**src/agh_pkg.sv**
```systemverilog
// Shared widths, register codes and reset values for the gate and filter chain.
`default_nettype none

package agh_pkg;

	// datapath widths
	localparam int X_W    = 32;  // internal fixed-point sample
	localparam int S_W    = 16;  // PCM sample, gains, alphas
	localparam int A_W    = 34;  // multiplier operand a (signed)
	localparam int B_W    = 17;  // multiplier operand b (signed)
	localparam int PROD_W = A_W + B_W;
	localparam int Q_W    = 16;  // gate factor quotient
	localparam int MAG_W  = 15;  // gate magnitude

	localparam int FRAC_BITS_DEF = 8;
	localparam int GAIN_SHIFT    = 12;
	localparam int COEF_SHIFT    = 16;

	localparam logic [S_W-1:0]   ALPHA_MAX = 16'd65470;
	localparam logic [MAG_W-1:0] MAG_MAX   = 15'h7fff;

	// configuration port
	localparam int CFG_IDX_W  = 3;
	localparam int CFG_DATA_W = 16;

	localparam logic [CFG_IDX_W-1:0] REG_SHIFT   = 3'd0;
	localparam logic [CFG_IDX_W-1:0] REG_GAIN_IN = 3'd1;
	localparam logic [CFG_IDX_W-1:0] REG_GAIN_OUT = 3'd2;
	localparam logic [CFG_IDX_W-1:0] REG_HP_COEF = 3'd3;
	localparam logic [CFG_IDX_W-1:0] REG_LP_COEF = 3'd4;
	localparam logic [CFG_IDX_W-1:0] REG_GATE    = 3'd5;
	localparam logic [CFG_IDX_W-1:0] REG_ENABLES = 3'd6;

	localparam logic [3:0]            RST_SHIFT = 4'd11;
	localparam logic signed [S_W-1:0] RST_GAIN  = 16'sd4096;
	localparam logic [S_W-1:0]        RST_HP    = 16'd58982;
	localparam logic [S_W-1:0]        RST_LP    = 16'd38011;
	localparam logic [S_W-1:0]        RST_GATE  = 16'd300;
	localparam logic [2:0]            RST_EN    = 3'd7;

	localparam int EN_GATE = 0;
	localparam int EN_HP   = 1;
	localparam int EN_LP   = 2;

endpackage

`default_nettype wire

```
**src/agh_mul.sv**
```systemverilog
// Shared signed multiplier with a registered product.
`default_nettype none

module agh_mul (
	input  logic                               clk,
	input  logic signed [agh_pkg::A_W-1:0]     a,
	input  logic signed [agh_pkg::B_W-1:0]     b,
	output logic signed [agh_pkg::PROD_W-1:0]  prod
);
	import agh_pkg::*;

	logic signed [PROD_W-1:0] prod_s1;

	always_ff @(posedge clk) begin
		prod_s1 <= PROD_W'(a) * PROD_W'(b);
	end

	assign prod = prod_s1;

endmodule

`default_nettype wire

```
**src/agh_div.sv**
```systemverilog
// Restoring divider, one quotient bit per cycle, for the soft gate factor.
`default_nettype none

module agh_div (
	input  logic                       clk,
	input  logic                       arst_n,
	input  logic                       start,
	input  logic [agh_pkg::MAG_W-1:0]  num,
	input  logic [agh_pkg::Q_W-1:0]    den,
	output logic                       busy,
	output logic                       done,
	output logic [agh_pkg::Q_W-1:0]    quot
);
	import agh_pkg::*;

	localparam int CNT_W = $clog2(Q_W);

	logic [Q_W-1:0]   rem_q;
	logic [Q_W-1:0]   quot_q;
	logic [CNT_W-1:0] cnt_q;
	logic             busy_q;
	logic             done_q;
	logic [Q_W:0]     trial;
	logic [Q_W:0]     diff;
	logic             fits;

	// remainder stays below den, so the doubled value fits one extra bit
	assign trial = {rem_q, 1'b0};
	assign diff  = trial - {1'b0, den};
	assign fits  = trial >= {1'b0, den};

	always_ff @(posedge clk or negedge arst_n) begin
		if (!arst_n) begin
			busy_q <= 1'b0;
			done_q <= 1'b0;
			cnt_q  <= '0;
		end else begin
			done_q <= 1'b0;
			if (start) begin
				busy_q <= 1'b1;
				cnt_q  <= CNT_W'(Q_W - 1);
			end else if (busy_q) begin
				cnt_q <= cnt_q - 1'b1;
				if (cnt_q == '0) begin
					busy_q <= 1'b0;
					done_q <= 1'b1;
				end
			end
		end
	end

	always_ff @(posedge clk) begin
		if (start) begin
			rem_q  <= Q_W'(num);
			quot_q <= '0;
		end else if (busy_q) begin
			rem_q  <= fits ? diff[Q_W-1:0] : trial[Q_W-1:0];
			quot_q <= {quot_q[Q_W-2:0], fits};
		end
	end

	assign busy = busy_q;
	assign done = done_q;
	assign quot = quot_q;

endmodule

`default_nettype wire

```
**src/audio_gate_hpf_lpf_chain_top.sv**
```systemverilog
// Noise gate, one-pole high-pass and low-pass chain on a shared multiplier.
// Each sample passes input gain, gate check, optional gate scaling (16-step serial quotient,
// square, multiply), high-pass, low-pass and output gain; a filter switched off is skipped,
// and an output stall holds the result in the finishing state.
// One sample is in flight at a time; the next is taken once the result sits in the output
// register. Reset clears filter state, sequencer, out valid.
`default_nettype none

module audio_gate_hpf_lpf_chain_top #(
	parameter int FRAC_BITS = agh_pkg::FRAC_BITS_DEF
) (
	input  logic                                  clk,
	input  logic                                  arst_n,
	input  logic                                  in_valid,
	output logic                                  in_stall,
	input  logic signed [agh_pkg::X_W-1:0]        raw_word,
	input  logic                                  take_start,
	output logic                                  out_valid,
	input  logic                                  out_stall,
	output logic signed [agh_pkg::S_W-1:0]        out_sample,
	input  logic                                  cfg_we,
	input  logic [agh_pkg::CFG_IDX_W-1:0]         cfg_index,
	input  logic [agh_pkg::CFG_DATA_W-1:0]        cfg_data
);
	import agh_pkg::*;

	typedef enum logic [16:0] {
		S_IDLE   = 17'h00001,
		S_GIN    = 17'h00002,
		S_GIN_W  = 17'h00004,
		S_GCHK   = 17'h00008,
		S_GDIV   = 17'h00010,
		S_GSQ    = 17'h00020,
		S_GSQ_W  = 17'h00040,
		S_GMUL   = 17'h00080,
		S_GMUL_W = 17'h00100,
		S_HSUM   = 17'h00200,
		S_HMUL   = 17'h00400,
		S_HMUL_W = 17'h00800,
		S_LMUL   = 17'h01000,
		S_LMUL_W = 17'h02000,
		S_OMUL   = 17'h04000,
		S_OMUL_W = 17'h08000,
		S_DONE   = 17'h10000
	} state_t;

	function automatic logic signed [X_W-1:0] sat32(input logic signed [PROD_W-1:0] v);
		logic all_ones;
		logic all_zeros;
		all_ones  = &v[PROD_W-1:X_W-1];
		all_zeros = ~|v[PROD_W-1:X_W-1];
		if (all_ones || all_zeros)
			return v[X_W-1:0];
		else if (v[PROD_W-1])
			return {1'b1, {(X_W-1){1'b0}}};
		else
			return {1'b0, {(X_W-1){1'b1}}};
	endfunction

	// integer part toward zero, clamped to the PCM range
	function automatic logic signed [S_W-1:0] int16(input logic signed [X_W-1:0] v);
		logic signed [X_W-1:0] t;
		logic all_ones;
		logic all_zeros;
		t = v >>> FRAC_BITS;
		if (v[X_W-1] && (|v[FRAC_BITS-1:0]))
			t = t + 1;
		all_ones  = &t[X_W-1:S_W-1];
		all_zeros = ~|t[X_W-1:S_W-1];
		if (all_ones || all_zeros)
			return t[S_W-1:0];
		else if (t[X_W-1])
			return {1'b1, {(S_W-1){1'b0}}};
		else
			return {1'b0, {(S_W-1){1'b1}}};
	endfunction

	state_t state_q, state_d;

	// configuration
	logic [3:0]            shift_q;
	logic signed [S_W-1:0] gain_in_q;
	logic signed [S_W-1:0] gain_out_q;
	logic [S_W-1:0]        hp_coeff_q;
	logic [S_W-1:0]        lp_coeff_q;
	logic [S_W-1:0]        gate_level_q;
	logic [2:0]            en_q;
	logic [S_W-1:0]        alpha_wr;

	// filter state and working registers
	logic signed [X_W-1:0] hp_q;
	logic signed [X_W-1:0] lp_q;
	logic signed [S_W-1:0] prev_q;
	logic signed [X_W-1:0] x_q;
	logic signed [X_W-1:0] t_q;
	logic [Q_W-1:0]        g2_q;
	logic signed [S_W-1:0] out_sample_q;
	logic                  out_valid_q;

	logic                  accept;
	logic                  out_load;
	logic signed [X_W-1:0] raw_sh;
	logic signed [S_W-1:0] s16;
	logic signed [X_W-1:0] x0;
	logic [X_W:0]          x_abs;
	logic [X_W:0]          mag_full;
	logic [MAG_W-1:0]      gate_mag;
	logic                  gate_on;
	logic signed [S_W-1:0] cur16;
	logic signed [A_W-1:0] hp_sum;
	logic signed [X_W-1:0] prod_g;
	logic signed [X_W-1:0] prod_c;
	logic signed [X_W-1:0] lp_y;

	logic signed [A_W-1:0]    mul_a;
	logic signed [B_W-1:0]    mul_b;
	logic signed [PROD_W-1:0] prod;
	logic                     div_start;
	logic                     div_busy;
	logic                     div_done;
	logic [Q_W-1:0]           div_quot;

	agh_mul u_mul (
		.clk  (clk),
		.a    (mul_a),
		.b    (mul_b),
		.prod (prod)
	);

	agh_div u_div (
		.clk    (clk),
		.arst_n (arst_n),
		.start  (div_start),
		.num    (gate_mag),
		.den    (gate_level_q),
		.busy   (div_busy),
		.done   (div_done),
		.quot   (div_quot)
	);

	assign accept   = in_valid && !in_stall;
	assign in_stall = (state_q != S_IDLE);
	assign out_load = (state_q == S_DONE) && (!out_valid_q || !out_stall);

	assign raw_sh = raw_word >>> shift_q;
	assign s16    = raw_sh[S_W-1:0];
	assign x0     = X_W'(s16) <<< FRAC_BITS;

	// gate magnitude: integer part of |x|, saturated
	assign x_abs    = x_q[X_W-1] ? (-{x_q[X_W-1], x_q}) : {x_q[X_W-1], x_q};
	assign mag_full = x_abs >> FRAC_BITS;
	assign gate_mag = (mag_full > (X_W + 1)'(MAG_MAX)) ? MAG_MAX : mag_full[MAG_W-1:0];
	assign gate_on  = en_q[EN_GATE] && (gate_level_q != '0) &&
	                  ({1'b0, gate_mag} < gate_level_q);

	assign cur16  = int16(x_q);
	assign hp_sum = A_W'(hp_q) + A_W'(x_q) - (A_W'(prev_q) <<< FRAC_BITS);
	assign prod_g = sat32(prod >>> GAIN_SHIFT);
	assign prod_c = sat32(prod >>> COEF_SHIFT);
	assign lp_y   = sat32(PROD_W'(lp_q) + (prod >>> COEF_SHIFT));

	assign alpha_wr = (cfg_data > ALPHA_MAX) ? ALPHA_MAX : cfg_data;

	always_comb begin
		state_d   = state_q;
		div_start = 1'b0;
		case (state_q)
			S_IDLE:   if (in_valid) state_d = S_GIN;
			S_GIN:    state_d = S_GIN_W;
			S_GIN_W:  state_d = S_GCHK;
			S_GCHK: begin
				if (gate_on) begin
					div_start = 1'b1;
					state_d   = S_GDIV;
				end else begin
					state_d = S_HSUM;
				end
			end
			S_GDIV:   if (div_done) state_d = S_GSQ;
			S_GSQ:    state_d = S_GSQ_W;
			S_GSQ_W:  state_d = S_GMUL;
			S_GMUL:   state_d = S_GMUL_W;
			S_GMUL_W: state_d = S_HSUM;
			S_HSUM: begin
				if (en_q[EN_HP])
					state_d = S_HMUL;
				else if (en_q[EN_LP])
					state_d = S_LMUL;
				else
					state_d = S_OMUL;
			end
			S_HMUL:   state_d = S_HMUL_W;
			S_HMUL_W: state_d = en_q[EN_LP] ? S_LMUL : S_OMUL;
			S_LMUL:   state_d = S_LMUL_W;
			S_LMUL_W: state_d = S_OMUL;
			S_OMUL:   state_d = S_OMUL_W;
			S_OMUL_W: state_d = S_DONE;
			S_DONE:   if (out_load) state_d = S_IDLE;
			default:  state_d = S_IDLE;
		endcase
	end

	// operand select for the shared multiplier
	always_comb begin
		mul_a = A_W'(x_q);
		mul_b = '0;
		case (state_q)
			S_GIN:  mul_b = B_W'(gain_in_q);
			S_GSQ: begin
				mul_a = A_W'(div_quot);
				mul_b = {1'b0, div_quot};
			end
			S_GMUL: mul_b = {1'b0, g2_q};
			S_HMUL: begin
				mul_a = A_W'(t_q);
				mul_b = {1'b0, hp_coeff_q};
			end
			S_LMUL: begin
				mul_a = A_W'(x_q) - A_W'(lp_q);
				mul_b = {1'b0, lp_coeff_q};
			end
			S_OMUL: mul_b = B_W'(gain_out_q);
			default: mul_b = '0;
		endcase
	end

	always_ff @(posedge clk or negedge arst_n) begin
		if (!arst_n) begin
			state_q      <= S_IDLE;
			out_valid_q  <= 1'b0;
			hp_q         <= '0;
			lp_q         <= '0;
			prev_q       <= '0;
			shift_q      <= RST_SHIFT;
			gain_in_q    <= RST_GAIN;
			gain_out_q   <= RST_GAIN;
			hp_coeff_q   <= RST_HP;
			lp_coeff_q   <= RST_LP;
			gate_level_q <= RST_GATE;
			en_q         <= RST_EN;
		end else begin
			state_q <= state_d;

			if (out_load)
				out_valid_q <= 1'b1;
			else if (!out_stall)
				out_valid_q <= 1'b0;

			// clear filter memory at the start of a take
			if (accept && take_start) begin
				hp_q   <= '0;
				lp_q   <= '0;
				prev_q <= '0;
			end
			if (state_q == S_HSUM)
				prev_q <= cur16;
			if (state_q == S_HMUL_W)
				hp_q <= prod_c;
			if (state_q == S_LMUL_W)
				lp_q <= lp_y;

			if (cfg_we) begin
				case (cfg_index)
					REG_SHIFT:    shift_q      <= cfg_data[3:0];
					REG_GAIN_IN:  gain_in_q    <= cfg_data;
					REG_GAIN_OUT: gain_out_q   <= cfg_data;
					REG_HP_COEF:  hp_coeff_q   <= alpha_wr;
					REG_LP_COEF:  lp_coeff_q   <= alpha_wr;
					REG_GATE:     gate_level_q <= cfg_data;
					REG_ENABLES:  en_q         <= cfg_data[2:0];
					default:      ;
				endcase
			end
		end
	end

	always_ff @(posedge clk) begin
		case (state_q)
			S_IDLE:   if (accept) x_q <= x0;
			S_GIN_W:  x_q <= prod_g;
			S_GSQ_W:  g2_q <= prod[2*Q_W-1:Q_W];
			S_GMUL_W: x_q <= prod_c;
			S_HSUM:   t_q <= sat32(PROD_W'(hp_sum));
			S_HMUL_W: x_q <= prod_c;
			S_LMUL_W: x_q <= lp_y;
			S_OMUL_W: x_q <= prod_g;
			S_DONE:   if (out_load) out_sample_q <= int16(x_q);
			default:  ;
		endcase
	end

	assign out_valid  = out_valid_q;
	assign out_sample = out_sample_q;

	a_div_only_in_wait: assert property (@(posedge clk) disable iff (!arst_n)
		div_busy |-> state_q == S_GDIV)
		else $error("divider running outside its wait state");

	a_div_done_in_wait: assert property (@(posedge clk) disable iff (!arst_n)
		div_done |-> state_q == S_GDIV)
		else $error("quotient completed outside its wait state");

	a_accept_starts: assert property (@(posedge clk) disable iff (!arst_n)
		(in_valid && !in_stall) |=> state_q == S_GIN)
		else $error("input transaction did not start the sequence");

	a_result_from_done: assert property (@(posedge clk) disable iff (!arst_n)
		$rose(out_valid_q) |-> $past(state_q) == S_DONE)
		else $error("result raised outside the finishing state");

endmodule

`default_nettype wire

```
**config.mk**
```make
export PLATFORM = sky130hd
export DESIGN_NAME = audio_gate_hpf_lpf_chain_top
export DESIGN_NICKNAME = d
export VERILOG_FILES = /design/src/agh_pkg.sv /design/src/agh_mul.sv /design/src/agh_div.sv /design/src/audio_gate_hpf_lpf_chain_top.sv
export SDC_FILE = /design/constraint.sdc
export NUM_CORES = 2
export LEC_CHECK = 0
export ABC_AREA = 1
export BUFFER_PORTS_ARGS = -buffer_cell sky130_fd_sc_hd__buf_2
export CAP_MARGIN = 0
export CORE_MARGIN = 2
export CORE_UTILIZATION = 60
export DETAILED_ROUTE_END_ITERATION = 6
export PLACE_DENSITY = 0.83
export RECOVER_POWER = 50
export SYNTH_ARGS = -nofsm -noshare
export SYNTH_HDL_FRONTEND = slang
export SYNTH_SLANG_ARGS = --single-unit
```
**constraint.sdc**
```tcl
create_clock -name clk -period 23.1 [get_ports clk]
set_clock_uncertainty 0.05 [all_clocks]
set_input_delay 3.465 -clock clk [delete_from_list [all_inputs] [get_ports clk]]
set_output_delay 3.465 -clock clk [all_outputs]
set_load 0.01 [all_outputs]
```
# Yosys cells after proc, flatten, opt, wreduce, memory -nomap -nowiden
# Index checks and enable logic that the tools add are counted.
# totals
ff_bits,370
latchBits,0
ram_bits,0
mem_bits_ro,0
out_inout_bits,18
word_cells,169
n_memories,0
# op_classes
n_addsub,8
mul,1
div,0
n_lt_le_gt_ge,4
eq_ne,29
shifts,1
n_mux,48
bitwise,0
n_reduce_logical,55
# ops
op,count
$mux W32,14
$pmux W17 S17,1
$mux W16,8
$pmux W32 S4,1
$pmux W17 S6,1
$pmux W34 S3,1
$mux W15,5
$mul A34 B17 Y51,1
$mux W17,3
$add A32 B35 Y36,1
$reduce_and A17 Y1,2
$reduce_or A17 Y1,2
$sub A33 B24 Y34,1
$add A32 B32 Y33,1
$mux W33,1
$neg A33 Y33,1
$sub A32 B32 Y33,1
$sshr A32 B4 Y16,1
$add A24 B2 Y25 const B,1
$gt A25 B15 Y1 const B,1
$reduce_and A20 Y1,1
$reduce_or A20 Y1,1
$reduce_and A2 Y1,9
$eq A17 B1 Y1 const B,1
45 further kinds,86

# Longest topological paths before layout
# depth
ltp_word,9
mapped_depth,44
ltp_nobuf,43

# Hierarchy
# From an unflattened synthesis, not the netlist that was laid out.
# unflattened
hier_cells,6532
hier_area_um2,47991.0
# modules_own_cells
mod,instances,cells_per_inst,area_each_um2,seq_area_each_um2
agh_mul,1,3115,23065.9,1021.0
audio_gate_hpf_lpf_chain_top,1,3027,22195.0,7551.0
agh_div,1,390,2730.1,940.9

# Worst setup path after synthesis
# No wires, ideal clock.
# synth_path
kind,reg2reg
start,register x_q[0]
end,register u_mul.prod_s1[50] (netlist: u_mul.prod[50])
setup_time_ns,0.072
arrival_time_ns,7.259
setup_slack_ns,15.720
path_stages_with_launch,36
path_buffers,1
period_less_slack_ns,7.380
path_cell_list,edfxtp_1 -> inv_1 -> ha_1 -> fa_1 -> o21ai_1 -> a21oi_1 -> o21ai_0 -> a21oi_1 -> a21oi_1 -> o21ai_0 -> nand2_1 -> nand2_1 -> buf_2 -> nor2_1 -> inv_1 -> fa_1 -> inv_1 -> fa_1 -> inv_1 -> fa_1 -> fa_1 -> inv_1 -> fa_1 -> inv_1 -> fa_1 -> inv_1 -> ha_1 -> inv_1 -> nor3_1 -> inv_1 -> nor2_1 -> inv_1 -> o221ai_1 -> a21oi_1 -> nand2_1 -> xor2_1
# synth_between
elab_chain_cells,3
# synth_rtl
item,line,text
start: declaration,audio_gate_hpf_lpf_chain_top.sv:94,logic signed [X_W-1:0] x_q;
start signal: assignment,audio_gate_hpf_lpf_chain_top.sv:280,S_GIN_W: x_q <= prod_g;
start signal: assignment,audio_gate_hpf_lpf_chain_top.sv:282,S_GMUL_W: x_q <= prod_c;
start signal: assignment,audio_gate_hpf_lpf_chain_top.sv:284,S_HMUL_W: x_q <= prod_c;
$sub A32 B32 Y33,audio_gate_hpf_lpf_chain_top.sv:219,mul_a = A_W'(x_q) - A_W'(lp_q);
$pmux W34 S3 (*),audio_gate_hpf_lpf_chain_top.sv:207,case (state_q)
$mul A34 B17 Y51 (*),agh_mul.sv:15,prod_s1 <= PROD_W'(a) * PROD_W'(b);
end signal: assignment,agh_mul.sv:15,
end: declaration,agh_mul.sv:12,logic signed [PROD_W-1:0] prod_s1;
# Mark *: on every way between the ends. The rest lies on a longest branch, timed or not.
# A chain may end at the register's enable or synchronous reset.

# Worst setup path in the final report
# layout_path
start,register state_q[5]
end,register u_mul.prod_s1[42] (netlist: u_mul.prod[42])
# layout_between
elab_chain_cells,3
word_cells_on_any_way,9
classes_between,mul: 1; eq/ne: 6; mux: 2
# layout_rtl
item,line,text
start: declaration,audio_gate_hpf_lpf_chain_top.sv:78,"state_t state_q, state_d;"
start signal: assignment,audio_gate_hpf_lpf_chain_top.sv:242,state_q <= state_d;
"$eq A17 B15 Y1, or another cell as far along",audio_gate_hpf_lpf_chain_top.sv:207,
$pmux W17 S6 or $pmux W34 S3 (tied branches),audio_gate_hpf_lpf_chain_top.sv:207,
$mul A34 B17 Y51 (*),agh_mul.sv:15,
# Marked as above.

==> metrics.md <==
| Metric | Value |
|---|---|
| Outcome | `finished, violations left` |
| Violated checks | `max-capacitance violations, max-slew violations` |
| Core ar. | `roughly 73000 sq um` |
| Synthesized Nets | `~6600` |
| Dpl hpwl | `~110000 um` |
| Synth cell count leaders | `1164 x nand2_1, 1078 x inv_1, 620 x nor2_1` |
| Final setup fails | `0` |
| Final Cycle Share | `a little under half` |
| Avg Cell Area, Syn | `~7.7 sq um` |
| Leading area contributor after synthesis | `fa_1` |
| CTS tree | `done` |
| Longest Clk Path Bufs | `3` |
| Post-Syn Instances | `~5800` |
| Achievable Freq | `about 90 MHz` |
| Max Slew Vio Count | `roughly 250` |
| Hold Crit Class | `flop to flop` |
| Sw frac | `a little over half` |
| Yosys reg bits | `358` |
| DRT iter0 DRCs | `around 5300` |
| Area contributors post-synth | `fa_1 26%, nand2_1 9.8%, inv_1 9.1%` |
| Routability congestion estimate | `around 1.0` |
| Slew of the pin with the lowest slew margin | `~5000 ps` |
| Layout filler cell count | `approximately 6300` |
| Clock latency on the worst-skew pair | `just under 600 ps` |
| Critical Path RT | `23430 ps` |
| Site row count | `99` |
| DR pass1 iterations | `6` |
| Crit path from | `state_q[5]` |
| Buf/Inv on CP | `9` |
| Global-route wire length before repair | `roughly 220000 um` |
| Die height | `~280 um` |
| Reg power frac | `roughly 22%` |
| Relative slew slack | `-244%` |
| Switch Pwr | `approximately 2.3 mW` |
| Reg2reg end | `u_mul.prod[42]` |
| Worst Setup Start Kind | `flop` |
| Die Wd | `around 280 um` |
| Top-count cell post-synth | `nand2_1` |
| Top-area cell type share of the netlist area | `25.5%` |
| Vias in the first global route | `between 40000 and 50000` |
| Root Buffer | `clkbuf_16` |
| Slowest CP cell | `clkbuf_1` |
| Antenna Nets Post-Route | `0` |
| Crit. End Element | `flop` |
| Post-CTS Repair Setup Buffers | `0` |
| Max-Cap Viols | `6` |
| Maximum vdd ir drop | `about 0.000096 V` |
| Drt wl/cell | `between 20 and 25 um` |
| RSZ-0062 raised after global routing | `false` |
| DRC errors left | `0` |
| CP max FO | `39` |
| Flop-to-flop setup slack | `12040 ps` |
| Cell count of the worst reg-to-reg path | `30` |
| Vias | `approximately 40000` |
| Crit path capture | `u_mul.prod[42]` |
| Worst Path Arrival | `between 10000 and 15000 ps` |
| Vias per cell | `between 6 and 7` |
| Internal power | `around 2 mW` |
| Gate power share | `a little under two thirds` |
| Area growth syn-to-layout | `5.37%` |
| Inserted Clock Buffers | `37` |
| Number of I/O port buffers | `73` |
| Cell mode on critical path | `inv_1` |
| Routed Wire Length | `141000 um` |
| Global route overflow | `0` |
| Hold Buf Count CTS | `0` |
| Minimum clock period | `roughly 11000 ps` |
| I/O Pins | `75` |
| Reg clk slew, reported paths | `70 ps` |
| Pwr/cell area | `roughly 93 nW/um^2` |
| WP depth | `30` |
| Critical path type | `flop to flop` |
| Family with the most delay on the worst path | `adder cells` |
| Initial Utilization | `60.9%` |
| Htree depth | `2` |
| Final Hold Violating Endpoints | `0` |
| Pleak | `between 20 and 25 nW` |
| Mapped cell area | `approximately 45000 sq um` |
| Layout cells sized above 1 | `under 10%` |
| Post-synth ARST share | `53.4%` |
| Number of synthesized flops with an enable pin | `111` |
| Seq/Total Area, Yosys | `roughly a fifth` |
| Tot GR Track Use | `37.1%` |
| Synth Flop Type | `dfrtp_1` |
| Largest net degree at the start of global routing | `87` |
| Initial antenna violation count | `4` |
| Final layout net count | `between 6000 and 7000` |
| Die Area | `76500 sq um` |
| Slowest Stage Delay on Critical Path | `1760 ps` |
| Clock Power Share | `~14%` |
| Final Core Density | `64.2%` |
| FF-to-FF Start | `state_q[5]` |
| Yosys warning count | `0` |
| Synth unique cells | `68` |
| Setup TNS | `0 ps` |
| CTS sink cnt | `~360` |
| Post_cts resized | `0` |
-- layout make-up --
class                      instances  area (sq um)  area share, %
inverter                        1103          4140           8.82
clock buffer                      51          1040           2.21
sequential                       358          9270           19.7
timing repair buffer             127           741           1.58
multi-input combinational       4113         30400           64.7
antenna                            1          2.50        0.00533
tap                              959          1200           2.55
clock inverter                    17           176          0.376
-- power groups by stage --
stage / Sequential (mW) / Clock [mW] / Combinational [mW]
6_report: 0.984 / 0.622 / 2.78
2_1_floorplan: 0.892 / 0 / 1.93
4_1_cts: 0.970 / 0.621 / 2.72
3_3_place_gp: 0.980 / 0 / 2.64
5_1_grt: 0.984 / 0.649 / 3.07
3_5_place_dp: 0.981 / 0 / 2.70
-- state kept, by name (all words and copies together) (netlist names), 17 cells and up --
signal and cells:
hp_q 32, lp_q 32, state_q 17, t_q 32, u_mul.prod 39, x_q 32
-- cell usage in the layout, fill, tap and decap left out, types with 22 or more instances in the layout --
master and count:
nor2_1 623, ha_1 253, inv_1 1080, o22ai_1 36, edfxtp_1 111, nand2_1 1169
nor3_1 51, o21ai_0 373, dfstp_2 31, xnor2_1 48, buf_2 70, nand3_1 217
a31oi_1 28, dfxtp_1 56, fa_1 568, o21a_1 22, dfrtp_1 160, nor4_1 23
a21oi_1 299, buf_4 47, nand4_1 54, xor2_1 112, clkbuf_16 38
-- worst min-delay path by stage --
stage               cells past startpoint     startpoint             to
finish                                  2  hp_coeff_q[5]  hp_coeff_q[5]
global route                            2   gain_in_q[0]   gain_in_q[0]
CTS                                     2  hp_coeff_q[5]  hp_coeff_q[5]
detailed placement                      2  hp_coeff_q[5]  hp_coeff_q[5]
global placement                        2  hp_coeff_q[5]  hp_coeff_q[5]
floorplan                               1     u_div.done     state_q[4]
-- layer usage --
layer	up-vias	share of wire [%]	global-route usage [%]
li1	18100	-	-
met1	19400	38	49.7
met2	2486	44	57.3
met3	514	12	8.04
met4	4	5.9	17.9
met5	-	0.022	0
-- metrics by stage --
stage / instances / hold WS, ps / power [mW] / cell area [sq um] / setup slack (ps)
after floorplan: 5762 / 377 / 2.83 / 44600 / 15720
after global placement: 6660 / 412 / 3.62 / 45800 / 13450
after detailed placement: 6660 / 422 / 3.68 / 45800 / 13410
after CTS: 6728 / 433 / 4.32 / 47000 / 13340
after global routing: 6728 / 451 / 4.70 / 47000 / 11590
final: 6729 / 433 / 4.39 / 47000 / 12040
-- kinds of logic after synthesis --
kind of cell               synth area share, %
and+or+nand+nor                           20.5
buffers and inverters                     11.1
AOI/OAI and AO/OA                         11.7
adders and majority gates                 32.6
DFF                                       20.8
xor gates and xnor gates                  3.14
muxes                                    0.135
-- worst register-to-register path, delay by kind of cell (launching register included) --
| family | cells | cell delay (ps) |
|---|---|---|
| AND/OR/NAND/NOR | 12 | 3160 |
| flip-flops | 1 | 400 |
| XOR/XNOR | 1 | 180 |
| AO/OA/AOI/OAI | 1 | 740 |
| adder cells (fa/ha/maj) | 7 | 3670 |
| buffers and inverters | 9 | 2700 |
Note: power is estimated with default switching activity, not from simulation.
